### src/rtl/jsu_pkg.sv
// Shared types and constants of the JSON string unescaper.
package jsu_pkg;

  // Decoder phase.
  typedef enum logic [2:0] {
    PH_IDLE = 3'd0,
    PH_STR  = 3'd1,
    PH_ESC  = 3'd2,
    PH_HEX1 = 3'd3,
    PH_HEX2 = 3'd4,
    PH_HEX3 = 3'd5,
    PH_HEX4 = 3'd6
  } phase_t;

  // Result status codes.
  typedef enum logic [2:0] {
    ST_OK      = 3'd0,
    ST_NOQUOTE = 3'd1,
    ST_CTRL    = 3'd2,
    ST_ESC     = 3'd3,
    ST_HEX     = 3'd4,
    ST_SURR    = 3'd5,
    ST_UNTERM  = 3'd6
  } status_t;

  // Characters that the decoder looks for.
  localparam logic [7:0] CH_QUOTE = 8'h22;
  localparam logic [7:0] CH_BSLASH = 8'h5c;
  localparam logic [7:0] CH_SLASH = 8'h2f;
  localparam logic [7:0] CH_B = 8'h62;
  localparam logic [7:0] CH_F = 8'h66;
  localparam logic [7:0] CH_N = 8'h6e;
  localparam logic [7:0] CH_R = 8'h72;
  localparam logic [7:0] CH_T = 8'h74;
  localparam logic [7:0] CH_U = 8'h75;
  localparam logic [7:0] CH_SPACE = 8'h20;

  // One result word, without its last marker.
  typedef struct packed {
    logic [7:0] out_byte;
    logic       byte_valid;
    logic       done_res;
    status_t    status;
  } res_t;

  // All results that one input byte causes.
  typedef struct packed {
    logic [1:0]      cnt;
    res_t [2:0]      r;
  } bundle_t;

  function automatic res_t mk_res(logic [7:0] b, logic v, logic d, status_t s);
    res_t x;
    x.out_byte   = b;
    x.byte_valid = v;
    x.done_res   = d;
    x.status     = s;
    return x;
  endfunction

endpackage

### src/rtl/json_string_unescape.sv
// A byte passes the input register and is decoded into the result register, which offers its words.
// Throughput: one input byte per cycle while m_tready is high; a \u escape that encodes to two
// or three UTF-8 bytes holds the input while the result register drains.
// Bytes that give no result (opening quote, backslash, u, the first three hex digits) do not hold the input.
// Reset (rst, synchronous, active high) empties the registers and waits for an opening quote.
module json_string_unescape import jsu_pkg::*; (
  input  logic        clk,
  input  logic        rst,
  input  logic        s_tvalid,
  output logic        s_tready,
  input  logic [7:0]  s_tdata,   // in_byte[7:0]
  input  logic        s_tlast,   // end_of_input
  output logic        m_tvalid,
  input  logic        m_tready,
  output logic [15:0] m_tdata,   // out_byte[7:0], done_res[8], status[11:9], zero[15:12]
  output logic        m_tuser,   // byte_valid
  output logic        m_tlast    // last
);

  logic       in_v;
  logic [7:0] in_byte;
  logic       in_eoi;
  logic       load_ok;
  logic       adv;
  bundle_t    bundle;

  assign adv      = in_v && load_ok;
  assign s_tready = !in_v || adv;

  // Input register.
  always_ff @(posedge clk) begin
    if (rst) begin
      in_v <= 1'b0;
    end else if (s_tvalid && s_tready) begin
      in_v <= 1'b1;
    end else if (adv) begin
      in_v <= 1'b0;
    end
  end

  always_ff @(posedge clk) begin
    if (s_tvalid && s_tready) begin
      in_byte <= s_tdata;
      in_eoi  <= s_tlast;
    end
  end

  jsu_decode u_decode (
    .clk     (clk),
    .rst     (rst),
    .go      (adv),
    .in_byte (in_byte),
    .in_eoi  (in_eoi),
    .bundle  (bundle)
  );

  jsu_serial u_serial (
    .clk      (clk),
    .rst      (rst),
    .load     (adv),
    .bundle   (bundle),
    .load_ok  (load_ok),
    .m_tvalid (m_tvalid),
    .m_tready (m_tready),
    .m_tdata  (m_tdata),
    .m_tuser  (m_tuser),
    .m_tlast  (m_tlast)
  );

endmodule

### src/rtl/jsu_decode.sv
// Decoder state and the logic that turns one byte into a bundle of results.
module jsu_decode import jsu_pkg::*; (
  input  logic       clk,
  input  logic       rst,
  input  logic       go,
  input  logic [7:0] in_byte,
  input  logic       in_eoi,
  output bundle_t    bundle
);

  phase_t      phase, phase_next;
  logic [11:0] accum, accum_next;
  logic        hex_ok;
  logic [3:0]  hex_val;
  logic [15:0] cp;
  logic [7:0]  esc_byte;

  // Hex digit value, either case.
  always_comb begin
    hex_ok  = 1'b1;
    hex_val = 4'd0;
    if (in_byte >= 8'h30 && in_byte <= 8'h39) begin
      hex_val = 4'(in_byte - 8'h30);
    end else if (in_byte >= 8'h61 && in_byte <= 8'h66) begin
      hex_val = 4'(in_byte - 8'h57);
    end else if (in_byte >= 8'h41 && in_byte <= 8'h46) begin
      hex_val = 4'(in_byte - 8'h37);
    end else begin
      hex_ok = 1'b0;
    end
  end

  assign cp = {accum, hex_val};

  // Main decode of the current byte.
  always_comb begin
    phase_next = phase;
    accum_next = accum;
    bundle     = '0;
    esc_byte   = 8'd0;
    case (phase)
      PH_STR: begin
        if (in_byte == CH_QUOTE) begin
          phase_next = PH_IDLE;
          bundle.cnt = 2'd1;
          bundle.r[0] = mk_res(8'd0, 1'b0, 1'b1, ST_OK);
        end else if (in_byte == CH_BSLASH) begin
          phase_next = PH_ESC;
        end else if (in_byte < CH_SPACE) begin
          phase_next = PH_IDLE;
          accum_next = '0;
          bundle.cnt = 2'd1;
          bundle.r[0] = mk_res(8'd0, 1'b0, 1'b0, ST_CTRL);
        end else begin
          bundle.cnt = 2'd1;
          bundle.r[0] = mk_res(in_byte, 1'b1, 1'b0, ST_OK);
        end
      end
      PH_ESC: begin
        case (in_byte)
          CH_QUOTE, CH_BSLASH, CH_SLASH: esc_byte = in_byte;
          CH_B: esc_byte = 8'd8;
          CH_F: esc_byte = 8'd12;
          CH_N: esc_byte = 8'd10;
          CH_R: esc_byte = 8'd13;
          CH_T: esc_byte = 8'd9;
          default: esc_byte = 8'd0;
        endcase
        case (in_byte)
          CH_QUOTE, CH_BSLASH, CH_SLASH, CH_B, CH_F, CH_N, CH_R, CH_T: begin
            phase_next = PH_STR;
            bundle.cnt = 2'd1;
            bundle.r[0] = mk_res(esc_byte, 1'b1, 1'b0, ST_OK);
          end
          CH_U: begin
            phase_next = PH_HEX1;
            accum_next = '0;
          end
          default: begin
            phase_next = PH_IDLE;
            accum_next = '0;
            bundle.cnt = 2'd1;
            bundle.r[0] = mk_res(8'd0, 1'b0, 1'b0, ST_ESC);
          end
        endcase
      end
      PH_HEX1, PH_HEX2, PH_HEX3: begin
        if (!hex_ok) begin
          phase_next = PH_IDLE;
          accum_next = '0;
          bundle.cnt = 2'd1;
          bundle.r[0] = mk_res(8'd0, 1'b0, 1'b0, ST_HEX);
        end else begin
          accum_next = {accum[7:0], hex_val};
          phase_next = phase_t'(phase + 3'd1);
        end
      end
      PH_HEX4: begin
        accum_next = '0;
        if (!hex_ok) begin
          phase_next = PH_IDLE;
          bundle.cnt = 2'd1;
          bundle.r[0] = mk_res(8'd0, 1'b0, 1'b0, ST_HEX);
        end else if (cp[15:11] == 5'b11011) begin
          phase_next = PH_IDLE;
          bundle.cnt = 2'd1;
          bundle.r[0] = mk_res(8'd0, 1'b0, 1'b0, ST_SURR);
        end else begin
          phase_next = PH_STR;
          if (cp[15:7] == '0) begin
            bundle.cnt = 2'd1;
            bundle.r[0] = mk_res(cp[7:0], 1'b1, 1'b0, ST_OK);
          end else if (cp[15:11] == '0) begin
            bundle.cnt = 2'd2;
            bundle.r[0] = mk_res({3'b110, cp[10:6]}, 1'b1, 1'b0, ST_OK);
            bundle.r[1] = mk_res({2'b10, cp[5:0]}, 1'b1, 1'b0, ST_OK);
          end else begin
            bundle.cnt = 2'd3;
            bundle.r[0] = mk_res({4'b1110, cp[15:12]}, 1'b1, 1'b0, ST_OK);
            bundle.r[1] = mk_res({2'b10, cp[11:6]}, 1'b1, 1'b0, ST_OK);
            bundle.r[2] = mk_res({2'b10, cp[5:0]}, 1'b1, 1'b0, ST_OK);
          end
        end
      end
      default: begin
        // Idle: only an opening quote starts a string.
        if (in_byte == CH_QUOTE) begin
          phase_next = PH_STR;
          accum_next = '0;
        end else begin
          phase_next = PH_IDLE;
          bundle.cnt = 2'd1;
          bundle.r[0] = mk_res(8'd0, 1'b0, 1'b0, ST_NOQUOTE);
        end
      end
    endcase

    // Input ran out inside a string: mark the final result unterminated.
    if (in_eoi && phase_next != PH_IDLE) begin
      phase_next = PH_IDLE;
      accum_next = '0;
      case (bundle.cnt)
        2'd1: bundle.r[0].status = ST_UNTERM;
        2'd2: bundle.r[1].status = ST_UNTERM;
        2'd3: bundle.r[2].status = ST_UNTERM;
        default: begin
          bundle.cnt = 2'd1;
          bundle.r[0] = mk_res(8'd0, 1'b0, 1'b0, ST_UNTERM);
        end
      endcase
    end
  end

  // State registers advance once per decoded byte.
  always_ff @(posedge clk) begin
    if (rst) begin
      phase <= PH_IDLE;
      accum <= '0;
    end else if (go) begin
      phase <= phase_next;
      accum <= accum_next;
    end
  end

`ifndef ASSERT_OFF
  a_eoi_idle: assert property (@(posedge clk) disable iff (rst)
    go && in_eoi |=> phase == PH_IDLE)
    else $error("decoder not idle after end of input");
  a_three_valid: assert property (@(posedge clk) disable iff (rst)
    bundle.cnt == 2'd3 |-> bundle.r[0].byte_valid && bundle.r[1].byte_valid &&
                          bundle.r[2].byte_valid)
    else $error("three-word bundle with a non-data word");
`endif

endmodule

### src/rtl/jsu_serial.sv
// Result register that hands out a bundle one word per cycle while m_tready is high.
module jsu_serial import jsu_pkg::*; (
  input  logic        clk,
  input  logic        rst,
  input  logic        load,
  input  bundle_t     bundle,
  output logic        load_ok,
  output logic        m_tvalid,
  input  logic        m_tready,
  output logic [15:0] m_tdata,
  output logic        m_tuser,
  output logic        m_tlast
);

  logic [1:0]  cnt;
  logic [1:0]  idx;
  res_t [2:0]  r;
  res_t        cur;
  logic        out_acc;

  // Pick the word that is on offer.
  always_comb begin
    case (idx)
      2'd0: cur = r[0];
      2'd1: cur = r[1];
      default: cur = r[2];
    endcase
  end

  assign m_tvalid = (cnt != 2'd0);
  assign m_tlast  = (idx == 2'(cnt - 2'd1));
  assign m_tdata  = {4'd0, cur.status, cur.done_res, cur.out_byte};
  assign m_tuser  = cur.byte_valid;
  assign out_acc  = m_tvalid && m_tready;
  assign load_ok  = (cnt == 2'd0) || (out_acc && m_tlast);

  // Bundle register: load a new bundle or step through the held one.
  always_ff @(posedge clk) begin
    if (rst) begin
      cnt <= 2'd0;
      idx <= 2'd0;
    end else if (load) begin
      cnt <= bundle.cnt;
      idx <= 2'd0;
    end else if (out_acc) begin
      if (m_tlast) begin
        cnt <= 2'd0;
      end else begin
        idx <= idx + 2'd1;
      end
    end
  end

  always_ff @(posedge clk) begin
    if (load) begin
      r <= bundle.r;
    end
  end

`ifndef ASSERT_OFF
  a_idx_range: assert property (@(posedge clk) disable iff (rst)
    m_tvalid |-> idx < cnt)
    else $error("word index beyond bundle");
  a_keep_going: assert property (@(posedge clk) disable iff (rst)
    out_acc && !m_tlast |=> m_tvalid)
    else $error("bundle dropped before its last word");
`endif

endmodule
### config.mk
export PLATFORM = sky130hd
export DESIGN_NAME = json_string_unescape
export DESIGN_NICKNAME = d
export VERILOG_FILES = /design/src/rtl/jsu_pkg.sv /design/src/rtl/json_string_unescape.sv /design/src/rtl/jsu_decode.sv /design/src/rtl/jsu_serial.sv
export SDC_FILE = /design/constraint.sdc
export NUM_CORES = 1
export LEC_CHECK = 0
export ABC_CLOCK_PERIOD_IN_PS = 4900
export BUFFER_PORTS_ARGS = -buffer_cell sky130_fd_sc_hd__buf_2
export CAP_MARGIN = 0
export CELL_PAD_IN_SITES_DETAIL_PLACEMENT = 1
export CELL_PAD_IN_SITES_GLOBAL_PLACEMENT = 2
export CORE_ASPECT_RATIO = 1.2
export CORE_MARGIN = 2
export CORE_UTILIZATION = 41
export DETAILED_ROUTE_END_ITERATION = 10
export HOLD_SLACK_MARGIN = 0.12
export PLACE_DENSITY_LB_ADDON = 0.1
export SYNTH_ARGS = -nofsm -noshare
export SYNTH_HDL_FRONTEND = slang
export SYNTH_SLANG_ARGS = --single-unit
### constraint.sdc
create_clock -name clk -period 4.9 [get_ports clk]
set_input_delay 0.245 -clock clk [delete_from_list [all_inputs] [get_ports clk]]
set_output_delay 0.245 -clock clk [all_outputs]
set_load 0.005 [all_outputs]
==> out/qor.txt, run 1 <==
==============================================================================
Clk_skew ........................................................      11.4 ps
Clock latency reported for the late side of the worst-skew pair .       350 ps
Peak supply drop ................................................       131 µV
Reg2reg path depth ..............................................            9
Power per cell area .............................................   262 mW/mm²
Min-Delay Endpoint ..............................................         in_v
Core region area ................................................  0.00820 mm²
Max-Cap Viols ...................................................            0
RSZ-0062 raised after global routing ............................           no
Static leakage power ............................................      1.51 nW
Hold Path Cell Cnt ..............................................            3
Critical Path Slowest Stage Cell ................................        or4_1
Minimum setup slack among reg-to-reg paths ......................      1990 ps
Setup Slack @ Placement .........................................      1970 ps
GRT Resource Usage Total ........................................        21.6%
Worst Path Arrival ..............................................      2980 ps
Part of the Yosys area used for sequential elements .............        44.3%
Mean instance size in the synthesized netlist ...................     9.89 µm²
Min Tclk post-route .............................................      2910 ps
Worst slew pin tran .............................................      1060 ps
Final Hold Viols ................................................            0
Worst hold path startpoint ......................................     s_tvalid
Critical path data required time ................................      4970 ps
Clock sinks .....................................................           58
Share of layout cells above drive strength 1 ....................        16.6%
Number of buffers on the longest clock path .....................            2
Start of the worst register-to-register path .................... u_decode.phase[0]
Congestion Overflow GR ..........................................            0
Endpoint class of the critical path .............................    flip-flop
Outcome ......................................................... complete, no violations
Post-synth top flop .............................................     edfxtp_1
Initial Utilization .............................................        42.5%
Sum Neg Setup Slack .............................................         0 ps
Total placed instance area ......................................  0.00368 mm²
Most instantiated cells after synthesis ......................... edfxtp_1, nand2_1, nor2_1, dfxtp_1, inv_1
DR WL/cell ......................................................      18.3 µm
DRT Pass-1 Iters ................................................            4
Share of the cycle needed by the critical path after routing ....        59.4%
Gate count after technology mapping .............................          352
Total number of placement rows ..................................           36
Startpoint Class ................................................    flip-flop
Synthesis-stage register bit count ..............................           58
Final layout net count ..........................................          411
Kind of cell adding the most delay to the critical path ......... simple AND/OR/NAND/NOR gates
Final count of negative-setup-slack endpoints ...................            0
Die Outline Area ................................................  0.00925 mm²
Max Fanout on Critical Path .....................................            8
Cell types occupying the most area after synthesis .............. edfxtp_1, dfxtp_1, ha_1, nand2_1, a22o_1
Max-slew violation count ........................................            0
Boundary Pins ...................................................           33
Global placer's final weighted congestion .......................        0.835
Initial DRC count ...............................................          153
Ys Warns ........................................................            0
Worst-path cell chain ........................................... inv_1 > ha_1 > o21a_1 > nor2_1 > nand2_1 > a21o_1 > or4_1 > nand2_1 > nor2_1
Utilization of the core after routing ...........................        48.1%
CTS H-tree depth ................................................            3
TritonCTS clock tree ............................................         done
Post-layout instance area .......................................  0.00394 mm²
Sum of buffers and inverters on the critical path ...............            1
Kind of path behind the tightest hold check ..................... input port to flip-flop
Maximum number of pins on one net before global-route repair ....           35
Crit path largest cell delay ....................................       660 ps
Synth area leader ...............................................     edfxtp_1
First-pass GRT wire length ......................................      15.1 mm
Synth async-reset ratio .........................................           0%
Fmax ............................................................    0.344 GHz
Routed Antenna Nets .............................................            0
Die X-Extent ....................................................      88.1 µm
Number of flops mapped to enable cells by yosys .................           38
Vias in the first global route ..................................         2877
DRC .............................................................            0
Yosys top cell area share .......................................        32.8%
IO buf count ....................................................           28
Unique masters post-synth .......................................           69
Final-layout worst hold slack ...................................       154 ps
Ant. Diodes .....................................................            0
Total detailed-routing wirelength ...............................      9.26 mm
Post-synth design cell area .....................................  0.00348 mm²
Via count .......................................................         2780
Clk slew on worst S/H paths .....................................        70 ps
CP Class ........................................................ flip-flop to flip-flop
Relative slew slack .............................................        29.1%
Per-cell via count in the routed design .........................         5.49
Cell at the root of the clock tree ..............................     clkbuf_8
Initial antenna violation count .................................            0
Post-synthesis to final-layout area growth ......................        13.3%
Number of buffers created by CTS ................................            9
HPWL after DPL ..................................................      7.07 mm
Die Y ...........................................................       105 µm
End of the worst register-to-register path ...................... u_serial.r[32]
Leading cell type by number of instances after synthesis ........     edfxtp_1
Setup WS post-layout ............................................      1990 ps
==============================================================================
-- worst register-to-register path: stages (launching register included) --
cell and delay (ps):
dfxtp_1 470, inv_1 110, ha_1 240, o21a_1 170, nor2_1 400, nand2_1 100, a21o_1 200, or4_1 660
nand2_1 230, nor2_1 60
-- worst max-delay path by stage --
stage,from,endpoint,slack (ps),depth (start not counted)
after detailed placement,u_decode.phase[0],u_serial.r[34],1970,9
after CTS,u_decode.phase[0],u_serial.r[32],1970,9
final,u_decode.phase[0],u_serial.r[32],1990,9
after floorplan,u_serial.cnt[0],u_decode.accum[1],2090,11
after global placement,in_byte[0],u_serial.r[2],2060,9
after global routing,u_decode.phase[0],u_serial.r[34],1780,9
-- through the flow --
step,power (mW),instances
6_report,1.03,506
3_3_place_gp,0.649,481
5_1_grt,1.08,506
2_1_floorplan,0.620,355
4_1_cts,1.05,506
3_5_place_dp,0.651,481
-- layout make-up --
type / instances / area, µm²
Sequential cell: 58 / 1540
Multi-Input combinational cell: 258 / 1760
Inverter: 20 / 75.1
Clock buffer: 9 / 124
Tap cell: 114 / 143
Fill cell: 977 / 4250
Clock inverter: 7 / 45.0
Timing Repair Buffer: 40 / 253
-- cells in the final DEF (no fill, tap or decap), types with 5 or more instances in the layout --
cell type	n
dfxtp_1	20
a21o_1	7
nor4_1	6
nand2b_1	8
nand3_1	10
a21oi_1	18
clkbuf_8	9
nand2_1	36
ha_1	11
edfxtp_1	38
inv_1	20
and3_1	5
nor2b_1	6
buf_2	28
a22o_1	14
a31oi_1	7
nor2_1	24
dlygate4sd3_1	9
a22oi_1	7
nor3_1	6
o21ai_0	9
and2_1	8
-- power breakdown --
group          internal [mW]  switching, mW
Combinational         0.0375         0.0516
Clock                  0.181          0.207
Sequential             0.538         0.0176
Total                  0.756          0.276
-- state kept, by name (all words and copies together), names as in the netlist --
name and count:
u_decode.phase 3, in_byte 8, u_serial.idx 2, u_serial.r 29, in_eoi 1, u_decode.accum 12
u_serial.cnt 2, in_v 1
-- cell families after synthesis --
logic type      share of synthesized area, %
fa+ha+maj                               3.95
flops                                   44.3
compound gates                          22.3
xor+xnor                                1.01
simple gates                            22.1
mux                                    0.863
other cells                            0.108
buf+inv                                 5.39
-- what timing repair did --
item | in CTS | in global routing
buffers inserted | 0 | 0
endpoints found under the setup margin | 0 | 0
hold endpoints to repair | 9 | 0
gates resized for setup | 0 | 0
hold buffers | 9 | 0
-- layer usage --
| layer | GRT usage, % | share of wire (%) | vias to the layer above |
|---|---|---|---|
| li1 | - | - | 1379 |
| met1 | 28.5 | 45 | 1341 |
| met2 | 35.3 | 50 | 49 |
| met3 | 4.50 | 2.9 | 11 |
| met4 | 6.82 | 1.5 | 0 |
| met5 | 0 | 0 | - |
(Power assumes the default switching activity.)
==> inputs of run 2 (changes only) <==
--- a/config.mk
+++ b/config.mk
@@ -5,14 +5,14 @@
 export SDC_FILE = /design/constraint.sdc
 export NUM_CORES = 1
 export LEC_CHECK = 0
-export ABC_CLOCK_PERIOD_IN_PS = 4900
+export ABC_CLOCK_PERIOD_IN_PS = 2400
 export BUFFER_PORTS_ARGS = -buffer_cell sky130_fd_sc_hd__buf_2
 export CAP_MARGIN = 0
 export CELL_PAD_IN_SITES_DETAIL_PLACEMENT = 1
 export CELL_PAD_IN_SITES_GLOBAL_PLACEMENT = 2
 export CORE_ASPECT_RATIO = 1.2
 export CORE_MARGIN = 2
-export CORE_UTILIZATION = 41
+export CORE_UTILIZATION = 34
 export DETAILED_ROUTE_END_ITERATION = 10
 export HOLD_SLACK_MARGIN = 0.12
 export PLACE_DENSITY_LB_ADDON = 0.1
==> constraint.sdc (replaced) <==
create_clock -name clk -period 2.4 [get_ports clk]
set_input_delay 0.12 -clock clk [delete_from_list [all_inputs] [get_ports clk]]
set_output_delay 0.12 -clock clk [all_outputs]
set_load 0.005 [all_outputs]
==> run 2 against run 1 <==
The run now ends with negative setup slack left. Sequential power grew 100%. Die area is 20% higher. Global-route usage fell by 0.94 points. Combinational power increased to 3.1 times the previous value. Cell count grew 19%. Routed wire length grew 16%. Via count rose by 12%. Total power increased to 2.7 times the previous value. Clock skew decreased by 3.8 ps. Clock power rose to 3.6 times the previous value. Flip-flop and latch count is the same. Critical path depth stayed put. Critical endpoint is now u_decode.accum[5]. Largest cell class unchanged. Largest power group is now the clock network.
==> out/qor.txt, run 2 (synthesis gave the netlist of run 1 again) <==
==============================================================================
Outcome ......................................................... complete, but fails checks   was complete, no violations
Failing checks .................................................. negative setup slack
Endpoint class of the critical path .............................    flip-flop   unchanged
Share of layout cells above drive strength 1 ....................        37.4%   was 16.6%
End of the worst register-to-register path ...................... u_decode.accum[5]   was u_serial.r[32]
Worst-path cell chain ........................................... buf_4 > a32o_2 > a221o_1 > a221oi_4 > a31oi_4 > buf_6 > nor3_4 > buf_12 > a22o_1   was inv_1 > ha_1 > o21a_1 > nor2_1 > nand2_1 > a21o_1 > or4_1 > nand2_1 > nor2_1
Max-slew violation count ........................................            0   unchanged
Number of flip-flops under the largest register name ............           29   unchanged
CTS H-tree depth ................................................            3   unchanged
Fin cells .......................................................          602   was 506
First-pass GRT wire length ......................................      17.0 mm   was 15.1 mm
Final layout net count ..........................................          495   was 411
DRC .............................................................            0   unchanged
Worst slew pin tran .............................................       518 ps   was 1060 ps
Post-synthesis to final-layout area growth ......................        42.6%   was 13.3%
Critical path origin ............................................   in_byte[4]   was u_decode.phase[0]
Clock latency reported for the late side of the worst-skew pair .       340 ps   was 350 ps
Clk_skew ........................................................      7.61 ps   was 11.4 ps
Largest registers ranked by flip-flop count ..................... u_serial.r x29, u_decode.accum x12, in_byte x8   unchanged
RSZ-0062 raised after global routing ............................          yes   was no
Clk slew on worst S/H paths .....................................        50 ps   was 70 ps
Commonest cells after routing, fill and taps aside .............. buf_4, edfxtp_1, nand2_1, buf_2, nor2_1   was edfxtp_1, nand2_1, buf_2, nor2_1
Maximum number of pins on one net before global-route repair ....           30   was 35
Fmax ............................................................    0.395 GHz   was 0.344 GHz
Initial DRC count ...............................................          100   was 153
Start of the worst register-to-register path ....................   in_byte[4]   was u_decode.phase[0]
Setup WS post-layout ............................................      -129 ps   was 1990 ps
IO buf count ....................................................           28   unchanged
Placed Instances ................................................          566   was 481
Number of buffers on the longest clock path .....................            2   unchanged
GRT Resource Usage Total ........................................        20.7%   was 21.6%
DR WL/cell ......................................................      17.8 µm   was 18.3 µm
TritonCTS clock tree ............................................         done   unchanged
Utilization of the core after routing ...........................        49.6%   was 48.1%
Total number of placement rows ..................................           40   was 36
Congestion Overflow GR ..........................................            0   unchanged
Max Fanout on Critical Path .....................................            8   unchanged
Portion of total power attributed to combinational logic ........         9.8%   was 8.6%
Via count .......................................................         3119   was 2780
Largest register by flop count ..................................   u_serial.r   unchanged
Number of buffers created by CTS ................................            9   unchanged
Final-layout worst hold slack ...................................       165 ps   was 154 ps
Reg power frac ..................................................        40.1%   was 53.8%
DRT Pass-1 Iters ................................................            4   unchanged
Most common cell after layout, fill and taps aside ..............        buf_4   was edfxtp_1
Critical Path Slowest Stage Cell ................................     edfxtp_1   was or4_1
Total placed instance area ......................................  0.00433 mm²   was 0.00368 mm²
Vias in the first global route ..................................         3285   was 2877
Share of the cycle needed by the critical path after routing ....         105%   was 59.4%
P_sw ............................................................     0.632 mW   was 0.276 mW
Initial antenna violation count .................................            0   unchanged
Final Hold Viols ................................................            0   unchanged
Power per cell area .............................................   563 mW/mm²   was 262 mW/mm²
Peak supply drop ................................................       309 µV   was 131 µV
Max-Cap Viols ...................................................            0   unchanged
Minimum setup slack among reg-to-reg paths ......................      -130 ps   was 1990 ps
Sum Neg Setup Slack .............................................     -1970 ps   was 0 ps
Crit path largest cell delay ....................................       480 ps   was 660 ps
Global placer's final weighted congestion .......................        0.870   was 0.835
Per-cell via count in the routed design .........................         5.18   was 5.49
Switching share of power ........................................        22.6%   was 26.7%
Clk pwr share ...................................................        50.1%   was 37.6%
CP Class ........................................................ flip-flop to flip-flop   unchanged
Ant. Diodes .....................................................            0   unchanged
Final count of negative-setup-slack endpoints ...................           23   was 0
Boundary Pins ...................................................           33   unchanged
Worst Path Arrival ..............................................      2810 ps   was 2980 ps
Total detailed-routing wirelength ...............................      10.7 mm   was 9.26 mm
Relative slew slack .............................................        65.5%   was 29.1%
Core region area ................................................   0.0100 mm²   was 0.00820 mm²
Die Y ...........................................................       115 µm   was 105 µm
Die Outline Area ................................................   0.0111 mm²   was 0.00925 mm²
Reg2reg path depth ..............................................            9   unchanged
Cell at the root of the clock tree ..............................    clkbuf_16   was clkbuf_8
Initial Utilization .............................................        34.8%   was 42.5%
Die X-Extent ....................................................      96.4 µm   was 88.1 µm
Power Internal ..................................................      2.16 mW   was 0.756 mW
Clock sinks .....................................................           58   unchanged
Post-layout instance area .......................................  0.00496 mm²   was 0.00394 mm²
Critical path data required time ................................      2680 ps   was 4970 ps
Routed Antenna Nets .............................................            0   unchanged
Last element of the critical path ............................... u_decode.accum[5]   was u_serial.r[32]
HPWL after DPL ..................................................      8.20 mm   was 7.07 mm
Startpoint Class ................................................    flip-flop   unchanged
Static leakage power ............................................      2.04 nW   was 1.51 nW
Min Tclk post-route .............................................      2530 ps   was 2910 ps
Kind of path behind the tightest hold check ..................... input port to flip-flop   unchanged
==============================================================================
[run 2: cell count changes in the layout (fill, tap and decap cells not counted), moves of 4 or more]
cell / delta
and3_1: -4
and3_4: +4
buf_4: +78
clkbuf_16: +9
clkbuf_8: -8
ha_1: -4
inv_1: -4
[run 2: how the worst min path moves through the flow]
stage	start	slack, ps	cells after the start	to
after CTS	rst	160	2	u_serial.cnt[1]
after floorplan	s_tdata[0]	220	0	in_byte[0]
after detailed placement	s_tdata[2]	300	1	in_byte[2]
after global placement	s_tdata[6]	300	1	in_byte[6]
after global routing	rst	190	2	u_serial.cnt[1]
final	rst	170	2	u_serial.cnt[1]
[run 2: final cells by class]
class,count,area (µm²)
multi-input combinational,258,1940
clock inverter,5,77.6
clock buffer,11,243
fill,1141,5050
timing repair buffer,124,922
tap,126,158
inverter,20,78.8
sequential,58,1540
[run 2: repair_timing]
action / in CTS / in global routing
setup buffers: 6 / 4
gates resized for setup: 9 / 20
hold endpoints to repair: 10 / 0
hold buffers: 10 / 0
pin swaps: 11 / 19
endpoints found under the setup margin: 28 / 33
[run 2: worst max-delay path: cells and delay by family, from the launching register on]
kind	cells	cell delay, ps
simple gates	1	220
flops	1	480
buf+inv	3	490
compound gates	5	1290
[run 2: metrics by stage]
stage,total power [mW],setup WS (ps)
2_1_floorplan,1.28,-44.4
6_report,2.80,-129
3_3_place_gp,1.38,-94.7
3_5_place_dp,1.39,-178
4_1_cts,2.82,-145
5_1_grt,2.89,-264
[run 2: routing by layer]
layer | wire, µm | global-route usage [%] | up-vias
met2 | 5540 | 36.3 | 45
met5 | 0 | 0 | -
met4 | 233 | 7.32 | 0
met1 | 4630 | 24.8 | 1511
met3 | 296 | 4.13 | 20
li1 | - | - | 1543
[run 2: power groups by stage]
stage	Clock (mW)	Combinational [mW]	Sequential, mW
global placement	0	0.242	1.14
global route	1.47	0.301	1.13
finish	1.40	0.273	1.12
CTS	1.43	0.268	1.12
detailed placement	0	0.246	1.14
floorplan	0	0.138	1.14
